--- src/rtl/core/skac_pkg.sv ---
`timescale 1ns / 1ps

package skac_pkg;

  // Configuration port
  localparam int CFG_IDX_W  = 3;
  localparam int CFG_DATA_W = 32;

  // Register widths
  localparam int THR_W   = 24;
  localparam int KNEE_W  = 24;
  localparam int RATIO_W = 17;
  localparam int SCALE_W = 32;
  localparam int GAIN_W  = 16;

  // Knee offset 2d + W spans 0 .. 2W
  localparam int E2_W = KNEE_W + 1;

  // Q1.16 unity for the ratio, Q4.12 gain fraction
  localparam logic [RATIO_W-1:0] UNITY_Q16 = 17'h10000;
  localparam int                 GAIN_FRAC = 12;

  // Reset values
  localparam logic [THR_W-1:0]   THR_RST   = 24'd838861;
  localparam logic [KNEE_W-1:0]  KNEE_RST  = 24'd0;
  localparam logic [RATIO_W-1:0] RATIO_RST = 17'd13107;
  localparam logic [SCALE_W-1:0] SCALE_RST = 32'd0;
  localparam logic [GAIN_W-1:0]  GAIN_RST  = 16'd5786;

  typedef enum logic [CFG_IDX_W-1:0] {
    REG_THRESHOLD   = 3'd0,
    REG_KNEE_WIDTH  = 3'd1,
    REG_INV_RATIO   = 3'd2,
    REG_CURVE_SCALE = 3'd3,
    REG_MAKEUP_GAIN = 3'd4
  } cfg_reg_e;

  // Which part of the static curve a sample falls in
  typedef enum logic [1:0] {
    CLS_PASS  = 2'd0,
    CLS_KNEE  = 2'd1,
    CLS_ABOVE = 2'd2
  } cls_e;

  typedef struct packed {
    logic [THR_W-1:0]   threshold;
    logic [KNEE_W-1:0]  knee_width;
    logic [RATIO_W-1:0] inv_ratio;
    logic [SCALE_W-1:0] curve_scale;
    logic [GAIN_W-1:0]  makeup_gain;
  } cfg_t;

endpackage

--- src/rtl/core/skac_gain.sv ---
`timescale 1ns / 1ps

module skac_gain
  import skac_pkg::*;
#(
  parameter int SAMPLE_BITS = 24
) (
  input  logic                   clk_i,
  input  logic                   rst_ni,
  input  cfg_t                   cfg_i,
  input  logic                   in_valid_i,
  output logic                   in_ready_o,
  input  logic                   neg_i,
  input  logic [SAMPLE_BITS-1:0] mag_i,
  output logic                   out_valid_o,
  input  logic                   out_ready_i,
  output logic [SAMPLE_BITS-1:0] sample_o,
  output logic                   clipped_o
);

  localparam int S  = SAMPLE_BITS;
  localparam int YW = S + GAIN_W - GAIN_FRAC + 1;
  localparam logic [YW-1:0] POS_LIM = {{(YW-S+1){1'b0}}, {(S-1){1'b1}}};
  localparam logic [YW-1:0] NEG_LIM = {{(YW-S){1'b0}}, 1'b1, {(S-1){1'b0}}};

  logic va_q, vb_q, adv_a, adv_b;
  logic neg_q;
  logic [S+GAIN_W:0] prod;
  logic [YW-1:0]     y_q, lim, ys;
  logic              clip_d, clip_q;
  logic [S-1:0]      out_d, out_q;

  assign adv_b      = !vb_q || out_ready_i;
  assign adv_a      = !va_q || adv_b;
  assign in_ready_o = adv_a;

  always_ff @(posedge clk_i or negedge rst_ni) begin
    if (!rst_ni) begin
      va_q <= 1'b0;
      vb_q <= 1'b0;
    end else begin
      if (adv_a) va_q <= in_valid_i;
      if (adv_b) vb_q <= va_q;
    end
  end

  // Round half up on the magnitude
  assign prod = mag_i * cfg_i.makeup_gain + ((S+GAIN_W+1)'(1) << (GAIN_FRAC - 1));

  always_comb begin
    lim    = neg_q ? NEG_LIM : POS_LIM;
    clip_d = y_q > lim;
    ys     = clip_d ? lim : y_q;
    out_d  = neg_q ? S'(~ys[S-1:0] + 1'b1) : ys[S-1:0];
  end

  always_ff @(posedge clk_i) begin
    if (adv_a && in_valid_i) begin
      neg_q <= neg_i;
      y_q   <= prod[S+GAIN_W:GAIN_FRAC];
    end
    if (adv_b && va_q) begin
      out_q  <= out_d;
      clip_q <= clip_d;
    end
  end

  assign out_valid_o = vb_q;
  assign sample_o    = out_q;
  assign clipped_o   = clip_q;

endmodule

--- config.mk ---
export PLATFORM = sky130hd
export DESIGN_NAME = skac_gain
export DESIGN_NICKNAME = d
export VERILOG_FILES = /design/src/rtl/core/skac_pkg.sv /design/src/rtl/core/skac_gain.sv
export SDC_FILE = /design/constraint.sdc
export NUM_CORES = 1
export LEC_CHECK = 0
export CORE_ASPECT_RATIO = 0.8
export CORE_MARGIN = 4
export CORE_UTILIZATION = 50
export CTS_BUF_LIST = sky130_fd_sc_hd__clkbuf_16
export DETAILED_ROUTE_END_ITERATION = 10
export DONT_BUFFER_PORTS = 1
export PLACE_DENSITY = 0.7
export SYNTH_ARGS = -nofsm -noshare
export SYNTH_HDL_FRONTEND = slang
export SYNTH_SLANG_ARGS = --single-unit
--- constraint.sdc ---
create_clock -name clk_i -period 8.8 [get_ports clk_i]
set_clock_uncertainty 0.15 [all_clocks]
set_input_delay 0.88 -clock clk_i [delete_from_list [all_inputs] [get_ports clk_i]]
set_output_delay 0.88 -clock clk_i [all_outputs]
set_load 0.005 [all_outputs]
Yosys cells after proc, flatten, opt, wreduce, memory -nomap -nowiden
Index checks and enable logic that the tools add are counted.
{"block": "totals", "word_cells": 20, "inputBits": 142, "out_inout_bits": 27, "reg_bits": 57}
{"block": "op_classes", "n_lt_le_gt_ge": 1, "muxes": 3, "multipliers": 1, "bitwise_logic": 1, "addsub": 2, "reduce_logical": 6}
{"operator": "24-bit two-way mux", "count": 3}
{"operator": "40-bit by 12-bit adder with 41-bit output, second input constant", "count": 1}
{"operator": "24-bit by 16-bit multiplier with 40-bit output", "count": 1}
{"operator": "29-bit by 24-bit greater-than comparator with 1-bit output", "count": 1}
{"operator": "24-bit by 1-bit adder with 24-bit output, second input constant", "count": 1}
{"operator": "24-bit NOT", "count": 1}
{"operator": "1-bit logical AND", "count": 2}
{"operator": "1-bit zero test", "count": 2}
{"operator": "1-bit logical OR", "count": 2}

Depth between registers and ports, before layout
{"block": "depth", "depth_word": 6, "mapped_depth": 24, "ltp_nobuf": 22}

Least setup slack after synthesis
Ideal clock, no wire load.
{"block": "synth_timing", "kind": "input-to-reg", "from": "in cfg_i[1] (netlist bit)", "to": "reg y_q[23] (data pin)", "setup_slack_ns": 2.136, "cell_stages": 21, "setup_ns": 0.261, "t_arrival_ns": 6.253, "cell_sequence": "clkbuf_1 -> nand2_1 -> fa_1 -> inv_1 -> fa_1 -> inv_1 -> fa_1 -> inv_1 -> fa_1 -> fa_1 -> inv_1 -> fa_1 -> inv_1 -> ha_1 -> clkbuf_1 -> and4_1 -> and2_1 -> nand4_1 -> o2111ai_2 -> nand2_1 -> a311o_1"}
{"block": "synth_via", "elab_chain_len": 2}
{"item": "from (decl)", "line": "skac_gain.sv:10", "source": "input cfg_t cfg_i,"}
{"item": "24-bit by 16-bit multiplier with 40-bit output", "line": "skac_gain.sv:48", "source": "assign prod = mag_i * cfg_i.makeup_gain + ((S+GAIN_W+1)'(1) << (GAIN_FRAC - 1));"}
{"item": "40-bit by 12-bit adder with 41-bit output", "line": "skac_gain.sv:48"}
{"item": "net prod[35]", "line": "skac_gain.sv:28", "source": "logic [S+GAIN_W:0] prod;"}
{"item": "to (signal assigned)", "line": "skac_gain.sv:60", "source": "y_q <= prod[S+GAIN_W:GAIN_FRAC];"}
{"item": "to (decl)", "line": "skac_gain.sv:29", "source": "logic [YW-1:0] y_q, lim, ys;"}
The timed path passes the listed nets, and every way through them passes these cells.
A chain may end at the register's enable or synchronous reset.

Worst setup path after layout
{"block": "layout_timing", "from": "in mag_i[12]", "to": "reg y_q[28] (data pin)"}
{"block": "layout_via", "elab_chain_len": 2}
{"item": "from (decl)", "line": "skac_gain.sv:14", "source": "input logic [SAMPLE_BITS-1:0] mag_i,"}
{"item": "24-bit by 16-bit multiplier with 40-bit output", "line": "skac_gain.sv:48"}
{"item": "40-bit by 12-bit adder with 41-bit output", "line": "skac_gain.sv:48"}
{"item": "net prod[40]", "line": "skac_gain.sv:28"}
The timed path passes the listed nets, and every way through them passes these cells.

==> flow_summary.ini <==
[routing]
antenna_left = 0
vias = 11500
first_iter_violations = 718
wl_um = 36100
drc = 0
drt_pass1_iterations = 7
wl_per_cell_um = 17.2
vias_per_cell = 5.51

[synth]
seq_area_frac_synth_pct = 10.8
synth_ff_type = edfxtp_1
netlist_instances = 1740
avgSynthCellArea_um2 = 9.05
yosys.area.top_type_share_pct = 39.0
netlist_top_cells_area = fa_1 39%, ha_1 12%, edfxtp_1 10%
yosysTopAreaCell = fa_1
synth_seq_cells = 57
syn_area_mm2 = 0.0158
synth_warnings = 0
syn_nets = 2345
synth-edff-count = 55
ys_types = 68
async_flop_share_pct = 3.51

[floorplanning]
num_rows = 57
initial_utilization_pct = 51.3
die_x_um = 206
dieArea_mm2 = 0.0344
coreArea_mm2 = 0.0307
die_height_um = 167
io_pins = 169

[clocking]
cts_buffers = 9
h-tree-depth = 3
cts_setup_buffers = 0
post_cts_resized = 0
clock-root-buffer = clkbuf_16
cts_tree = done
cts.clk_slew.worst_paths_ps = 50
clock_path_buffers = 2
clk_latency_ps = 320
cts_hold_buf = 0
cts.sinks = 57

[setup_path]
arrival_ps = 6600
worstSetupPathType = in -> reg
reg2reg_from = neg_q$_DFFE_PP_
end_kind = register
cp.required_ps = 8720
r2r_slack_ps = 2830
startpoint_type = input port
r2r_end = sample_o[16]$_DFFE_PP_
r2r_cells = 13
worstPathMaxFanout = 16

[sta]
hold_viol = 0
fin_crit_sh_pct = 75.9
grt_setup_unrepaired = false
worst_slew_pin_slew_ps = 1130
slew-limit-headroom_pct = 24.4
slew_violations = 0
setup_viol_count_final = 0
fmax_mhz = 150
setup_tns_ps = 0
setup_slack_ps = 2120
fin_crit_ps = 6680

[final_layout]
nNetsFinal = 2282
fillers = 2777
layout-drive-gt1-share_pct = 2.02
diodes = 0
seq_area_mm2 = 0.00170
multi_input_area_mm2 = 0.0123
area_growth_syn_to_layout_pct = 3.50

[global_routing]
grt.overflow.total = 0
antenna_found_initial = 0
grt_util_all_layers_pct = 21.6
grt_max_degree = 52
first_global_vias = 11800
grt_pass1_wl_um = 60400

[run_status]
run_status = complete, no violations

[placement]
portBuffers = 0
gp_congestion = 0.859
place_hpwl_um = 28400
pre_cts_ws_ps = 1880

[flow_run]
max_cap_viol_count = 0

[worst_hold_path]
hold_class = in -> async
==> cells in the mapped netlist (all sizes together) (3+ instances only) <==
| master | n |
|---|---|
| a31oi | 7 |
| a311oi | 5 |
| a211oi | 3 |
| or4 | 3 |
| a31o | 3 |
| ha | 156 |
| o31a | 3 |
| xor2 | 12 |
| nand2b | 6 |
| xnor2 | 13 |
| mux2i | 5 |
| fa | 307 |
| nor3 | 29 |
| inv | 385 |
| o311a | 4 |
| o21ai | 52 |
| a21o | 24 |
| and3 | 5 |
| nor3b | 3 |
| edfxtp | 55 |
| o2111ai | 4 |
| nor4 | 8 |
| nand4 | 11 |
| a21oi | 48 |
| clkbuf | 74 |
| nand3b | 3 |
| or3 | 7 |
| and2 | 181 |
| nand3 | 16 |
| o21a | 6 |
| nand2 | 236 |
| nor2 | 32 |
==> final cells by class <==
class,instances,area share [%]
inverter,386,8.89
sequential,57,10.4
timing repair buffer,2,0.0921
tap,413,3.17
clock buffer,9,1.38
clock inverter,7,0.522
multi-input combinational,1221,75.5
==> how the worst max path moves through the flow <==
stage	from	slack, ps	end	cells past startpoint
2_1_floorplan	cfg_i[1]	2140	y_q[23]$_DFFE_PP_	21
5_1_grt	cfg_i[1]	1940	y_q[27]$_DFFE_PP_	19
3_5_place_dp	mag_i[12]	1880	y_q[28]$_DFFE_PP_	18
3_3_place_gp	mag_i[12]	1940	y_q[23]$_DFFE_PP_	18
4_1_cts	mag_i[12]	2210	y_q[28]$_DFFE_PP_	18
6_report	mag_i[12]	2120	y_q[28]$_DFFE_PP_	18
==> through the flow <==
stage	cell area (um^2)	hold WS (ps)	utilization [%]	cells
6_report	16300	99.3	53.1	2095
5_1_grt	16300	80.0	53.1	2095
4_1_cts	16300	86.9	53.1	2095
3_5_place_dp	16000	324	52.0	2079
3_3_place_gp	16000	308	52.0	2079
2_1_floorplan	15800	299	-	1740
==> state kept, by name, summed over array words and instances, names as in the netlist <==
name,cells
neg_q,1
y_q,29
clipped_o,1
sample_o,24
out_valid_o,1
va_q,1
==> cells in the final DEF (no fill, tap or decap), drive strengths merged, types with 8 or more instances in the layout <==
cell / synthesis / layout
a21o: 24 / 24
xor2: 12 / 12
nor3: 29 / 29
nor2: 32 / 32
nand3: 16 / 16
edfxtp: 55 / 55
xnor2: 13 / 13
inv: 385 / 385
ha: 156 / 156
nand4: 11 / 11
nor4: 8 / 8
a21oi: 48 / 48
o21ai: 52 / 52
clkbuf: 74 / 9
nand2: 236 / 236
and2: 181 / 181
fa: 307 / 307
==> critical path, stage by stage <==
cell and delay [ps]:
and2_1 150, fa_1 530, inv_1 60, fa_1 460, fa_1 520, inv_1 50, fa_1 490, fa_1 490
inv_1 70, fa_1 510, inv_1 60, ha_1 380, nand3_1 260, nor4b_1 920, o21ai_0 320, nand4_1 180
o211ai_1 120, xnor2_1 140
==> kinds of logic (layout without fill, tap and decap cells) <==
logic type | Yosys count | count (layout) | synth area share [%]
AO/OA/AOI/OAI | 181 | 181 | 7.52
XOR/XNOR | 25 | 25 | 1.39
adder cells (fa/ha/maj) | 463 | 463 | 51.4
buffers and inverters | 462 | 404 | 11.0
flip-flops | 57 | 57 | 10.8
multiplexers | 5 | 5 | 0.318
AND/OR/NAND/NOR | 547 | 547 | 17.5
==> per-layer routing <==
layer / routed length, um / GRT usage (%)
met5: 0 / 0
met2: 17800 / 35.7
met1: 15200 / 30.5
met3: 2450 / 2.90
met4: 686 / 4.60
Power is left out: the tool's default activity adds up to more than one toggle a clock period on the data nets, which glitch-free logic cannot reach.
