--- config.mk ---
export PLATFORM = sky130hd
export DESIGN_NAME = skac_front
export DESIGN_NICKNAME = d
export VERILOG_FILES = /design/src/rtl/core/skac_pkg.sv /design/src/rtl/core/skac_front.sv
export SDC_FILE = /design/constraint.sdc
export NUM_CORES = 1
export LEC_CHECK = 0
export CORE_UTILIZATION = 50
export DETAILED_ROUTE_END_ITERATION = 6
export DONT_BUFFER_PORTS = 1
export PLACE_DENSITY = 0.66
export RECOVER_POWER = 50
export SYNTH_ARGS = -nofsm -noshare
export SYNTH_HDL_FRONTEND = slang
export SYNTH_SLANG_ARGS = --single-unit
--- constraint.sdc ---
create_clock -name clk_i -period 4.7 [get_ports clk_i]
set_clock_uncertainty 0.1 [all_clocks]
set_input_delay 0.705 -clock clk_i [delete_from_list [all_inputs] [get_ports clk_i]]
set_output_delay 0.705 -clock clk_i [all_outputs]
set_load 0.01 [all_outputs]
--- src/rtl/core/skac_pkg.sv ---
`timescale 1ns / 1ps

package skac_pkg;

  // Configuration port
  localparam int CFG_IDX_W  = 3;
  localparam int CFG_DATA_W = 32;

  // Register widths
  localparam int THR_W   = 24;
  localparam int KNEE_W  = 24;
  localparam int RATIO_W = 17;
  localparam int SCALE_W = 32;
  localparam int GAIN_W  = 16;

  // Knee offset 2d + W spans 0 .. 2W
  localparam int E2_W = KNEE_W + 1;

  // Q1.16 unity for the ratio, Q4.12 gain fraction
  localparam logic [RATIO_W-1:0] UNITY_Q16 = 17'h10000;
  localparam int                 GAIN_FRAC = 12;

  // Reset values
  localparam logic [THR_W-1:0]   THR_RST   = 24'd838861;
  localparam logic [KNEE_W-1:0]  KNEE_RST  = 24'd0;
  localparam logic [RATIO_W-1:0] RATIO_RST = 17'd13107;
  localparam logic [SCALE_W-1:0] SCALE_RST = 32'd0;
  localparam logic [GAIN_W-1:0]  GAIN_RST  = 16'd5786;

  typedef enum logic [CFG_IDX_W-1:0] {
    REG_THRESHOLD   = 3'd0,
    REG_KNEE_WIDTH  = 3'd1,
    REG_INV_RATIO   = 3'd2,
    REG_CURVE_SCALE = 3'd3,
    REG_MAKEUP_GAIN = 3'd4
  } cfg_reg_e;

  // Which part of the static curve a sample falls in
  typedef enum logic [1:0] {
    CLS_PASS  = 2'd0,
    CLS_KNEE  = 2'd1,
    CLS_ABOVE = 2'd2
  } cls_e;

  typedef struct packed {
    logic [THR_W-1:0]   threshold;
    logic [KNEE_W-1:0]  knee_width;
    logic [RATIO_W-1:0] inv_ratio;
    logic [SCALE_W-1:0] curve_scale;
    logic [GAIN_W-1:0]  makeup_gain;
  } cfg_t;

endpackage

--- src/rtl/core/skac_front.sv ---
`timescale 1ns / 1ps

module skac_front
  import skac_pkg::*;
#(
  parameter int SAMPLE_BITS = 24
) (
  input  logic                   clk_i,
  input  logic                   rst_ni,
  input  cfg_t                   cfg_i,
  input  logic                   in_valid_i,
  output logic                   in_ready_o,
  input  logic [SAMPLE_BITS-1:0] sample_i,
  output logic                   out_valid_o,
  input  logic                   out_ready_i,
  output logic                   neg_o,
  output logic [SAMPLE_BITS-1:0] lvl_o,
  output cls_e                   cls_o,
  output logic [SAMPLE_BITS-1:0] dpos_o,
  output logic [E2_W-1:0]        e2_o
);

  localparam int S  = SAMPLE_BITS;
  localparam int LW = (S > THR_W) ? S : THR_W;

  logic         va_q, vb_q;
  logic         adv_a, adv_b;
  logic         nega_q, negb_q;
  logic [S-1:0] lvla_q, lvlb_q;
  logic [S-1:0] lvl_d;
  cls_e         cls_d, cls_q;
  logic [S-1:0] dpos_q;
  logic [E2_W-1:0] e2_q;

  logic [LW-1:0]       lvl_x, thr_x;
  logic signed [LW:0]  d;
  logic signed [LW+2:0] d2x, wx, ex;

  assign adv_b      = !vb_q || out_ready_i;
  assign adv_a      = !va_q || adv_b;
  assign in_ready_o = adv_a;

  always_ff @(posedge clk_i or negedge rst_ni) begin
    if (!rst_ni) begin
      va_q <= 1'b0;
      vb_q <= 1'b0;
    end else begin
      if (adv_a) va_q <= in_valid_i;
      if (adv_b) vb_q <= va_q;
    end
  end

  // Stage A: magnitude; full-scale negative maps to 2^(S-1) exactly
  assign lvl_d = sample_i[S-1] ? S'(~sample_i + 1'b1) : sample_i;

  // Stage B: classify against threshold and knee
  always_comb begin
    lvl_x = LW'(lvla_q);
    thr_x = LW'(cfg_i.threshold);
    d     = $signed({1'b0, lvl_x}) - $signed({1'b0, thr_x});
    d2x   = $signed({d[LW], d, 1'b0});
    wx    = $signed({{(LW-KNEE_W+3){1'b0}}, cfg_i.knee_width});
    ex    = d2x + wx;
    if (ex < 0 || (cfg_i.knee_width == '0 && d == '0)) begin
      cls_d = CLS_PASS;
    end else if (d2x <= wx) begin
      cls_d = CLS_KNEE;
    end else begin
      cls_d = CLS_ABOVE;
    end
  end

  always_ff @(posedge clk_i) begin
    if (adv_a && in_valid_i) begin
      nega_q <= sample_i[S-1];
      lvla_q <= lvl_d;
    end
    if (adv_b && va_q) begin
      negb_q <= nega_q;
      lvlb_q <= lvla_q;
      cls_q  <= cls_d;
      dpos_q <= d[S-1:0];
      e2_q   <= ex[E2_W-1:0];
    end
  end

  assign out_valid_o = vb_q;
  assign neg_o       = negb_q;
  assign lvl_o       = lvlb_q;
  assign cls_o       = cls_q;
  assign dpos_o      = dpos_q;
  assign e2_o        = e2_q;

  // Above the knee the excess is positive and never exceeds the level
  a_above_excess: assert property (@(posedge clk_i) disable iff (!rst_ni)
    vb_q && cls_q == CLS_ABOVE |-> dpos_q != '0 && dpos_q <= lvlb_q)
    else $error("above-knee excess out of range");

endmodule

Yosys cells after proc, flatten, opt, wreduce, memory -nomap -nowiden
Cells that the tools add are included.

operators by class
  $add $sub $neg = 3
  multipliers = 0
  div/mod/pow operators = 0
  $lt $le $gt $ge = 2
  equality and inequality tests = 0
  shift-type cells = 0
  muxes and demuxes = 2
  bitwise operators = 1
  reductions and logical operators = 10

operator list
  kind                     number
  $add A26 B25 Y27         1
  $lt A27 B1 Y1 const B    1
  $le A26 B25 Y1           1
  $logic_not A25 Y1        1
  $sub A24 B24 Y25         1
  $add A24 B1 Y24 const B  1
  $logic_not A24 Y1        1
  $not A24 Y24             1
  $mux W23                 1
  $logic_and A1 B1 Y1      3
  $logic_or A1 B1 Y1       3
  $logic_not A1 Y1         2
  $mux W2                  1

word-level totals
  bits in registers = 103
  latch bits = 0
  RAM bits = 0
  memory bits (read-only) = 0
  input bits = 141
  word-level logic and storage cells = 28
  memories = 0

Depth between registers and ports, before layout
  depth in word-level cells = 4
  mapped depth = 21
  depth with buffers taken out = 21

Worst setup path before layout
Ideal clock, no wire load.

  path type = input to register
  start point = in cfg_i[89] (netlist bit)
  end point = reg e2_q[24], in the netlist e2_o[24], data pin
  library setup time = 0.258 ns
  arrival = 4.373 ns
  path slack = -0.031 ns
  stages on the path = 19
  buffers on the path = 0
  cell sequence = ha_1 > inv_1 > fa_1 > a211oi_2 > nor4_1 > o31a_1 > o31a_1 > nor2_1 > xnor2_1 > ha_1 > nor3_1 > nand2_1 > a31o_2 > a31oi_1 > o21ai_0 > a221oi_1 > a31oi_1 > a21oi_1 > nor2_1

between the ends
  longest elaborated chain between the ends = 2

ends and longest elaborated chain
  item                  line              RTL
  from (decl)           skac_front.sv:10  input cfg_t cfg_i,
  $sub A24 B24 Y25      skac_front.sv:60  d = $signed({1'b0, lvl_x}) - $signed({1'b0, thr_x});
  net d[12]             skac_front.sv:36  logic signed [LW:0] d;
  $add A26 B25 Y27      skac_front.sv:63  ex = d2x + wx;
  net ex[24]            skac_front.sv:37  logic signed [LW+2:0] d2x, wx, ex;
  to (signal assigned)  skac_front.sv:83  e2_q <= ex[E2_W-1:0];
  to (decl)             skac_front.sv:33  logic [E2_W-1:0] e2_q;

The timed path passes the listed nets, and every way through them passes these cells.
A chain may end at the register's enable or synchronous reset.

Worst setup path in the final report
  start point = reg lvla_q[0], in the netlist lvl_x[0]
  end point = reg cls_q[0], in the netlist cls_o[0], data pin

between the ends
  longest elaborated chain between the ends = 4

ends and longest elaborated chain
  item                                                          line                                RTL
  from (decl)                                                   skac_front.sv:29                    logic [S-1:0] lvla_q, lvlb_q;
  from (signal assigned)                                        skac_front.sv:76                    lvla_q <= lvl_d;
  $sub A24 B24 Y25 *                                            skac_front.sv:60
  net d[20]                                                     skac_front.sv:36
  $add A26 B25 Y27 / $logic_not A25 Y1 (equally long branches)  skac_front.sv:63, skac_front.sv:64
  $lt A27 B1 Y1 / $logic_and A1 B1 Y1 (equally long branches)   skac_front.sv:64                    if (ex < 0 || (cfg_i.knee_width == '0 && d == '0)) begin
  $logic_or A1 B1 Y1                                            skac_front.sv:64
  to (signal assigned)                                          skac_front.sv:81                    cls_q <= cls_d;
  to (decl)                                                     skac_front.sv:31                    cls_e cls_d, cls_q;

The timed path passes the listed nets; every way through them passes the cells marked *.

==> impl_metrics.json <==
{
  "status": "completed",
  "grt_usage_pct": 23.9,
  "tritoncts": "yes",
  "ys_seq_area_share_pct": 46.5,
  "utilization_pct": 63.2,
  "synth_edf_count": 101,
  "rows": 41,
  "ys_async_sr_fraction_pct": 1.94,
  "p_per_area_nw_per_um2": 420,
  "cp_cell_sequence": "inv_2 > ha_4 > inv_2 > fa_2 > a211oi_4 > nor4_4 > o31a_1 > o31a_1 > buf_6 > a21oi_4 > a21oi_2 > xor2_1 > ha_1 > nand2_2 > nor4_2 > buf_4 > nand3_4 > buf_6 > o211ai_1 > a21oi_4 > mux2i_1 > nor2_1",
  "drt_wl_total_um": 15800,
  "synth_most_common_cell": "edfxtp_1",
  "worstSetupStartpointType": "register",
  "start_util_pct": 51.9,
  "maxSlewHeadroom_pct": 31.0,
  "grt_max_degree": 77,
  "n_fill_cell": 984,
  "clockBufferDepth": 2,
  "io_pins": 219,
  "drt_iter0_drc": 331,
  "fin_crit_sh_pct": 98.3,
  "required_ns": 4.71,
  "finalWeightedCongestion": 0.958,
  "worst-setup-path-type": "register to register",
  "routedWlPerCell_um": 17.6,
  "seq_area_um2": 3080,
  "firstDrtPassIters": 5,
  "area_delta_synth_final_pct": 21.8,
  "crit_path_end_kind": "register",
  "cts_max_level": 3,
  "grt_pass1_vias": 4804,
  "max_cap_viol_count": 0,
  "die_h_um": 117,
  "ys.flop_type": "edfxtp_1",
  "layout.nets": 937,
  "n_antenna_cell": 0,
  "worst_pin_slew_ns": 1.04,
  "dp_hpwl_um": 12500,
  "grt_pass1_wl_um": 24300,
  "syn_nets": 832,
  "slew_viol_final": 0,
  "portBuffers": 0,
  "drive_gt1_share_pct": 20.6,
  "cpMaxStageDelayCell": "edfxtp_1",
  "synthCells": 618,
  "postRouteAntennaNets": 0,
  "rsz0062_at_grt": "true",
  "grt-ovfl-total": 0,
  "fin_crit_ns": 4.62,
  "fin_cells": 900,
  "clock.fmax_mhz": 216,
  "hp-class": "register to register",
  "die-area_um2": 13700,
  "die_x_um": 117,
  "cp_num_buf_inv": 5,
  "yosys-top-cells-area": "edfxtp_1 (46%), ha_1 (13%), xnor2_1 (5.9%), inv_1 (4.4%), a21oi_1 (3.1%)",
  "numCtsBuffers": 9,
  "path_clk_slew_ns": 0.06,
  "antenna_found_initial": 0,
  "setup_violations": 0,
  "cp.arrival_ns": 4.63,
  "drt-vias-per-instance": 5.48,
  "core_um2": 12800,
  "yosysWarnings": 0,
  "synth_top_area_share_pct": 45.7,
  "cp_max_fo": 5,
  "path_delay_family": "compound AO/OA/AOI/OAI gates",
  "synth-seq-cells": 103,
  "hold_viol_final": 0,
  "multi_input_area_um2": 3430,
  "dp.cells": 873,
  "clk_latency_ns": 0.35,
  "root_buffer": "clkbuf_16",
  "vias": 4930,
  "ys_top_cells_by_count": "edfxtp_1 (101), inv_1 (77), ha_1 (71)",
  "avgSynthCellArea_um2": 10.7,
  "cpPeakStageDelay_ns": 0.41,
  "route.detailed.drc": 0,
  "clock-sinks": 103,
  "peakVddDrop_mv": 0.177,
  "ys_types": 55,
  "yosysTopAreaCell": "edfxtp_1",
  "p_leak_nw": 3.38,
  "synth_area_um2": 6630
}
[layout by cell type (no fill, tap or decap), types with 4 or more instances in the layout]
master | synthesis | layout
a211oi_1 | 5 | 5
a21o_1 | 16 | 16
a21oi_1 | 41 | 35
a21oi_2 | 0 | 4
a31oi_1 | 7 | 5
and3_1 | 7 | 7
buf_4 | 0 | 95
clkbuf_16 | 0 | 9
edfxtp_1 | 101 | 101
ha_1 | 71 | 69
inv_1 | 77 | 75
nand2_1 | 25 | 24
nand2b_1 | 9 | 9
nand3_1 | 6 | 5
nand4_1 | 9 | 9
nor2_1 | 43 | 43
nor2b_1 | 8 | 8
nor3_1 | 15 | 13
nor4_1 | 7 | 5
o211ai_1 | 4 | 4
o21a_1 | 4 | 4
o21ai_0 | 23 | 19
o21bai_1 | 7 | 7
o31a_1 | 4 | 4
o31ai_1 | 7 | 6
or3_1 | 7 | 6
or4_1 | 4 | 4
xnor2_1 | 45 | 45
xor2_1 | 15 | 14
[per-stage QoR]
stage          hold slack [ns]  TNS (ns)  power [mW]  setup slack (ns)  cell area, um2
2_1_floorplan            0.300         0        2.08           0.00942            6640
3_3_place_gp             0.303     -1.46        2.50            -0.315            7500
3_5_place_dp             0.309     -2.02        2.53            -0.414            7500
4_1_cts                  0.320         0        3.32            0.0150            7890
5_1_grt                  0.327    -0.287        3.60           -0.0980            8070
6_report                 0.318         0        3.39            0.0783            8070
[cells by family after synthesis]
family	after synthesis	share of synthesized area, %
AND/OR/NAND/NOR	158	12.6
flip-flops	103	46.5
XOR/XNOR	60	7.92
multiplexers	1	0.151
buffers and inverters	82	4.64
adder cells (fa/ha/maj)	73	14.0
AO/OA/AOI/OAI	141	14.2
[sequential cells by signal (all words and copies together), names as in the netlist]
register / flops
out_valid_o: 1
neg_o: 1
e2_o: 25
cls_o: 2
lvl_o: 24
lvl_x: 24
nega_q: 1
va_q: 1
dpos_o: 24
[layer usage]
metal  part of all wire, %  vias up  track usage [%]
met2                    47      127             39.0
met3                   6.2       25             6.08
li1                      -     2460                -
met5                     0        -                0
met4                   2.5        0             10.5
met1                    45     2318             30.0
[timing repair]
item / 4_1_cts / 5_1_grt
cloned: 0 / 0
pin swaps: 7 / 13
gates resized for setup: 11 / 30
setup buffers: 4 / 6
hold buffers: 1 / 0
endpoints found under the hold margin: 2 / 0
endpoints found under the setup margin: 6 / 6
[layout make-up]
type	count	area share, %
Multi-Input combinational cell	433	42.5
Timing Repair Buffer	99	9.28
Tap cell	172	2.67
Clock inverter	3	0.527
Sequential cell	103	38.2
Clock buffer	13	3.22
Inverter	77	3.58
[worst paths after layout]
path,from,end,slack [ns],depth (start not counted)
max,lvl_x[0],cls_o[0],0.08,22
min,nega_q,neg_o,0.32,0
max reg2reg,lvl_x[0],cls_o[0],0.08,22
min reg2reg,nega_q,neg_o,0.32,0
max in group asynchronous,rst_ni,va_q,3.89,1
min in group asynchronous,rst_ni,out_valid_o,0.48,1
[power by group]
| part | internal (mW) | leakage, nW | switching, mW |
|---|---|---|---|
| registers | 1.23 | 0.992 | 0.118 |
| clock network | 0.441 | 0.146 | 0.319 |
| logic | 0.611 | 2.24 | 0.666 |
| total | 2.29 | 3.38 | 1.10 |
No activity file was read; power rests on OpenSTA's default activity.
